==> config.mk <==
export PLATFORM = sky130hd
export DESIGN_NAME = uvs_cell
export DESIGN_NICKNAME = d
export VERILOG_FILES = /design/src/rtl/uvs_pkg.sv /design/src/rtl/uvs_cell.sv
export SDC_FILE = /design/constraint.sdc
export NUM_CORES = 1
export LEC_CHECK = 0
export BUFFER_PORTS_ARGS = -buffer_cell sky130_fd_sc_hd__buf_2
export CAP_MARGIN = 20
export CORE_MARGIN = 10
export CORE_UTILIZATION = 35
export DETAILED_ROUTE_END_ITERATION = 10
export PLACE_DENSITY = 0.7
export SYNTH_ARGS = -nofsm -noshare
export SYNTH_HDL_FRONTEND = slang
export SYNTH_SLANG_ARGS = --single-unit
==> constraint.sdc <==
create_clock -name clk -period 3 [get_ports clk]
set_clock_uncertainty 0.2 [all_clocks]
set_input_delay 0.3 -clock clk [delete_from_list [all_inputs] [get_ports clk]]
set_output_delay 0.3 -clock clk [all_outputs]
set_load 0.01 [all_outputs]
==> src/rtl/uvs_pkg.sv <==
// ----------------------------------------------------------------------------
// uvs_pkg
// shared types and constants for the bounded value set
// ----------------------------------------------------------------------------
package uvs_pkg;

    localparam int CAPACITY_DEF = 64;
    localparam int VAL_W        = 32;
    localparam int CNT_W        = 7;

    localparam logic [1:0] OP_ADD    = 2'd0;
    localparam logic [1:0] OP_REMOVE = 2'd1;
    localparam logic [1:0] OP_SEARCH = 2'd2;
    localparam logic [1:0] OP_RANGE  = 2'd3;

    localparam logic [VAL_W-1:0] KEY_FLIP = {1'b1, {(VAL_W-1){1'b0}}};

    // token that walks the cell chain
    typedef struct packed {
        logic             hit;
        logic             free_seen;
        logic             any;
        logic [VAL_W-1:0] kmin;
        logic [VAL_W-1:0] kmax;
    } tok_t;

    // commit command broadcast to every cell
    typedef struct packed {
        logic add_en;
        logic rem_en;
    } cmd_t;

endpackage

==> src/rtl/uvs_cell.sv <==
// ----------------------------------------------------------------------------
// uvs_cell
// one slot of the set: holds a value, compares it and forwards the token
// ----------------------------------------------------------------------------
module uvs_cell
    import uvs_pkg::*;
(
    input  logic             clk,
    input  logic             rst_n,
    input  logic [VAL_W-1:0] elem,
    input  cmd_t             cmd,
    input  logic             vld_in,
    input  tok_t             tok_in,
    output logic             vld_out,
    output tok_t             tok_out,
    output logic             used
);

    logic [VAL_W-1:0] value_reg;
    logic             used_reg;
    logic             cand_reg;
    logic             vld_reg;
    tok_t             tok_reg;
    tok_t             tok_next;
    logic             match;
    logic [VAL_W-1:0] key;

    assign match = used_reg && (value_reg == elem);
    assign key   = value_reg ^ KEY_FLIP;

    always_comb
    begin
        tok_next           = tok_in;
        tok_next.hit       = tok_in.hit | match;
        tok_next.free_seen = tok_in.free_seen | ~used_reg;
        tok_next.any       = tok_in.any | used_reg;
        if (used_reg)
        begin
            if (!tok_in.any)
            begin
                tok_next.kmin = key;
                tok_next.kmax = key;
            end
            else
            begin
                if (key < tok_in.kmin)
                begin
                    tok_next.kmin = key;
                end
                if (key > tok_in.kmax)
                begin
                    tok_next.kmax = key;
                end
            end
        end
    end

    always_ff @(posedge clk or negedge rst_n)
    begin
        if (!rst_n)
        begin
            used_reg <= 1'b0;
            cand_reg <= 1'b0;
            vld_reg  <= 1'b0;
        end
        else
        begin
            vld_reg <= vld_in;
            if (vld_in)
            begin
                cand_reg <= ~used_reg & ~tok_in.free_seen;
            end
            if (cmd.add_en && cand_reg)
            begin
                used_reg <= 1'b1;
            end
            else if (cmd.rem_en && match)
            begin
                used_reg <= 1'b0;
            end
        end
    end

    always_ff @(posedge clk)
    begin
        if (vld_in)
        begin
            tok_reg <= tok_next;
        end
        if (cmd.add_en && cand_reg)
        begin
            value_reg <= elem;
        end
    end

    assign vld_out = vld_reg;
    assign tok_out = tok_reg;
    assign used    = used_reg;

endmodule

==> summary.txt <==
Run status
  – Outcome: complete, but fails checks
  – Failing checks: negative setup slack

Yosys
  – Avg Cell Area, Syn: 12.7 sq um
  – Ys Warns: 0
  – Post-synth EDFFs: 99
  – Register area share after synthesis: 52.5%
  – Seq cells post-synth: 102
  – Unique masters post-synth: 35
  – Post-Syn Area: 5800 sq um
  – Main flop type after synthesis: edfxtp_1
  – Syn nets: 624
  – Mapped Cells: 457
  – Fraction of registers with async set or reset after synthesis: 2.94%

Min path
  – Hold EP: tok_out[65]
  – Min-Delay Path Depth: 2
  – Hold path start: tok_in[65]
  – Worst Hold Class: input port to flop

Cells and area
  – Final-stage net count: 887
  – Number of flip-flops in the largest register: 67
  – Final instance area: 8160 sq um
  – Layout cells sized above 1: 43.0%
  – # fillers: 1470
  – Post-Route Utilization: 49.7%
  – P&R area growth vs syn: 40.6%
  – Most frequent cells in the layout: buf_2, edfxtp_1, inv_1
  – Commonest non-fill, non-tap cell in the layout: buf_2

Setup path
  – RR Endpoint: tok_out[39]
  – Worst setup EP type: flop
  – Crit Reg-Reg Startpoint: value_reg[9]
  – CP Launch Type: flop
  – CP Max Fanout: 8
  – Kind of critical path: flop to flop
  – Worst r2r path cells: 9
  – CP required: 2900 ps
  – Register-to-register setup slack: -80 ps
  – Crit path arrival time: 2980 ps

Timing
  – Final setup margin: -77.3 ps
  – Final hold viol count: 0
  – RSZ-0062 raised after global routing: yes
  – Tightest Pin Transition: 870 ps
  – Final setup violation count: 30
  – Max-slew violations: 0
  – Slew margin rel.: 42.0%
  – Max Fclk: 325 MHz
  – Crit share post-route: 103%
  – Hold WS: 21.2 ps
  – Period minus WS final: 3080 ps

GRT
  – Initial antenna violation count: 2
  – Largest net degree at the start of global routing: 34
  – GRT Total Usage: 15.1%
  – Global-route wire length before repair: 25800 um
  – GR Overflow Total: 0
  – Vias in the first global route: 4787

Floorplanning
  – Die Area: 22100 sq um
  – Top-Level Pins: 173
  – Die Width: 149 um
  – Initial Util: 35.4%
  – Core Rows: 47
  – Die Y-Extent: 149 um
  – Core region area: 16400 sq um

Route
  – DR iter-0 viols: 193
  – Drt via density: 4.67
  – Routed len/inst: 17.9 um
  – # DRC: 0
  – Vias: 4417
  – Post-route ant nets: 0
  – Drt total wl: 16900 um
  – DR pass1 iterations: 4

CTS
  – Clock Tree Root: clkbuf_16
  – Worst-path clk slew: 70 ps
  – CTS tree: built
  – Clock sinks: 102
  – Clk_lat worst skew: 350 ps
  – Total CTS buffers: 9
  – H-tree depth: 3
  – Longest Clk Path Bufs: 2

Place
  – Placed inst area: 7270 sq um
  – Port-buffer cells: 172
  – GPL Wtd Cong: 0.780
  – Place WS: -189 ps
  – Hpwl dp: 13300 um

Pwr
  – Pleak: 0.00379 uW
  – Worst vdd ir: 0.000244 V
  – Pwr/cell area: 471 nW/um^2

Run
  – Reported max-cap violation count: 0
==> layout make-up <==
type / count / area [sq um] / share of cell area (%)
inverters: 66 / 248 / 3.04
well taps: 220 / 275 / 3.37
diodes: 1 / 2.50 / 0.0307
multi-input cells: 283 / 2620 / 32.1
clock buffers: 9 / 225 / 2.76
flip-flops and latches: 102 / 3050 / 37.4
repair buffers: 258 / 1680 / 20.6
clock inverters: 7 / 62.6 / 0.767
==> timing repair <==
action | in CTS | in global routing
setup buffers | 1 | 14
gates cloned | 1 | 0
pin swaps | 4 | 5
endpoints found under the hold margin | 36 | 0
setup endpoints to repair | 62 | 63
resized for setup | 13 | 13
hold buffers | 34 | 0
==> worst max-delay path by stage <==
| stage | start | to | slack, ps | cells after the start |
|---|---|---|---|---|
| floorplan | value_reg[2] | tok_out[54] | -230 | 8 |
| global placement | tok_in[34] | tok_out[52] | -120 | 11 |
| detailed placement | tok_in[34] | tok_out[52] | -190 | 11 |
| CTS | value_reg[2] | tok_out[39] | -140 | 9 |
| global route | value_reg[9] | tok_out[39] | -180 | 9 |
| finish | value_reg[9] | tok_out[39] | -80 | 9 |
==> stage by stage <==
| step | instances | power [uW] | setup TNS (ps) |
|---|---|---|---|
| 3_3_place_gp | 879 | 2610 | -2780 |
| 5_1_grt | 946 | 4040 | -4800 |
| 2_1_floorplan | 457 | 2240 | -6640 |
| 4_1_cts | 931 | 3870 | -3400 |
| 3_5_place_dp | 879 | 2630 | -4860 |
| 6_report | 946 | 3840 | -1620 |
==> cell usage after synthesis, types with 4 or more instances <==
cell type / instances / share of area (%)
nand2_1: 26 / 1.7
ha_1: 63 / 14
a21oi_1: 26 / 2.2
xor2_1: 32 / 4.8
mux2_2: 60 / 12
inv_1: 66 / 4.3
nand4_1: 11 / 1.2
nand3_1: 4 / 0.35
nor2_1: 9 / 0.58
nor4_1: 11 / 1.2
o21ai_0: 10 / 0.86
edfxtp_1: 99 / 51
a21o_1: 4 / 0.52
==> layer usage <==
| layer | vias up | routed length [um] | track usage [%] |
|---|---|---|---|
| li1 | 2197 | - | - |
| met1 | 2095 | 7480 | 18.1 |
| met2 | 115 | 8190 | 25.0 |
| met3 | 10 | 1050 | 5.16 |
| met4 | 0 | 182 | 4.47 |
| met5 | - | 0 | 0 |
==> power by group <==
part	internal, uW	leakage [uW]	switching, uW
registers	1710	0.000978	37.7
clock network	640	0.000138	517
logic	487	0.00267	452
total	2840	0.00379	1010
==> critical path: stages (launching register included) <==
cell and delay [ps]:
edfxtp_1 460, ha_1 320, a21oi_1 140, o21ai_0 100
and2_1 160, a311o_1 330, a222oi_1 390, buf_4 250
buf_12 150, mux2_4 310
==> kinds of logic after synthesis <==
family	share of synthesized area (%)
adder cells (fa/ha/maj)	13.6
AND/OR/NAND/NOR	5.93
buffers and inverters	5.05
XOR/XNOR	4.83
multiplexers	12.6
flip-flops	52.5
AO/OA/AOI/OAI	5.48
No activity file was read; power rests on OpenSTA's default activity.
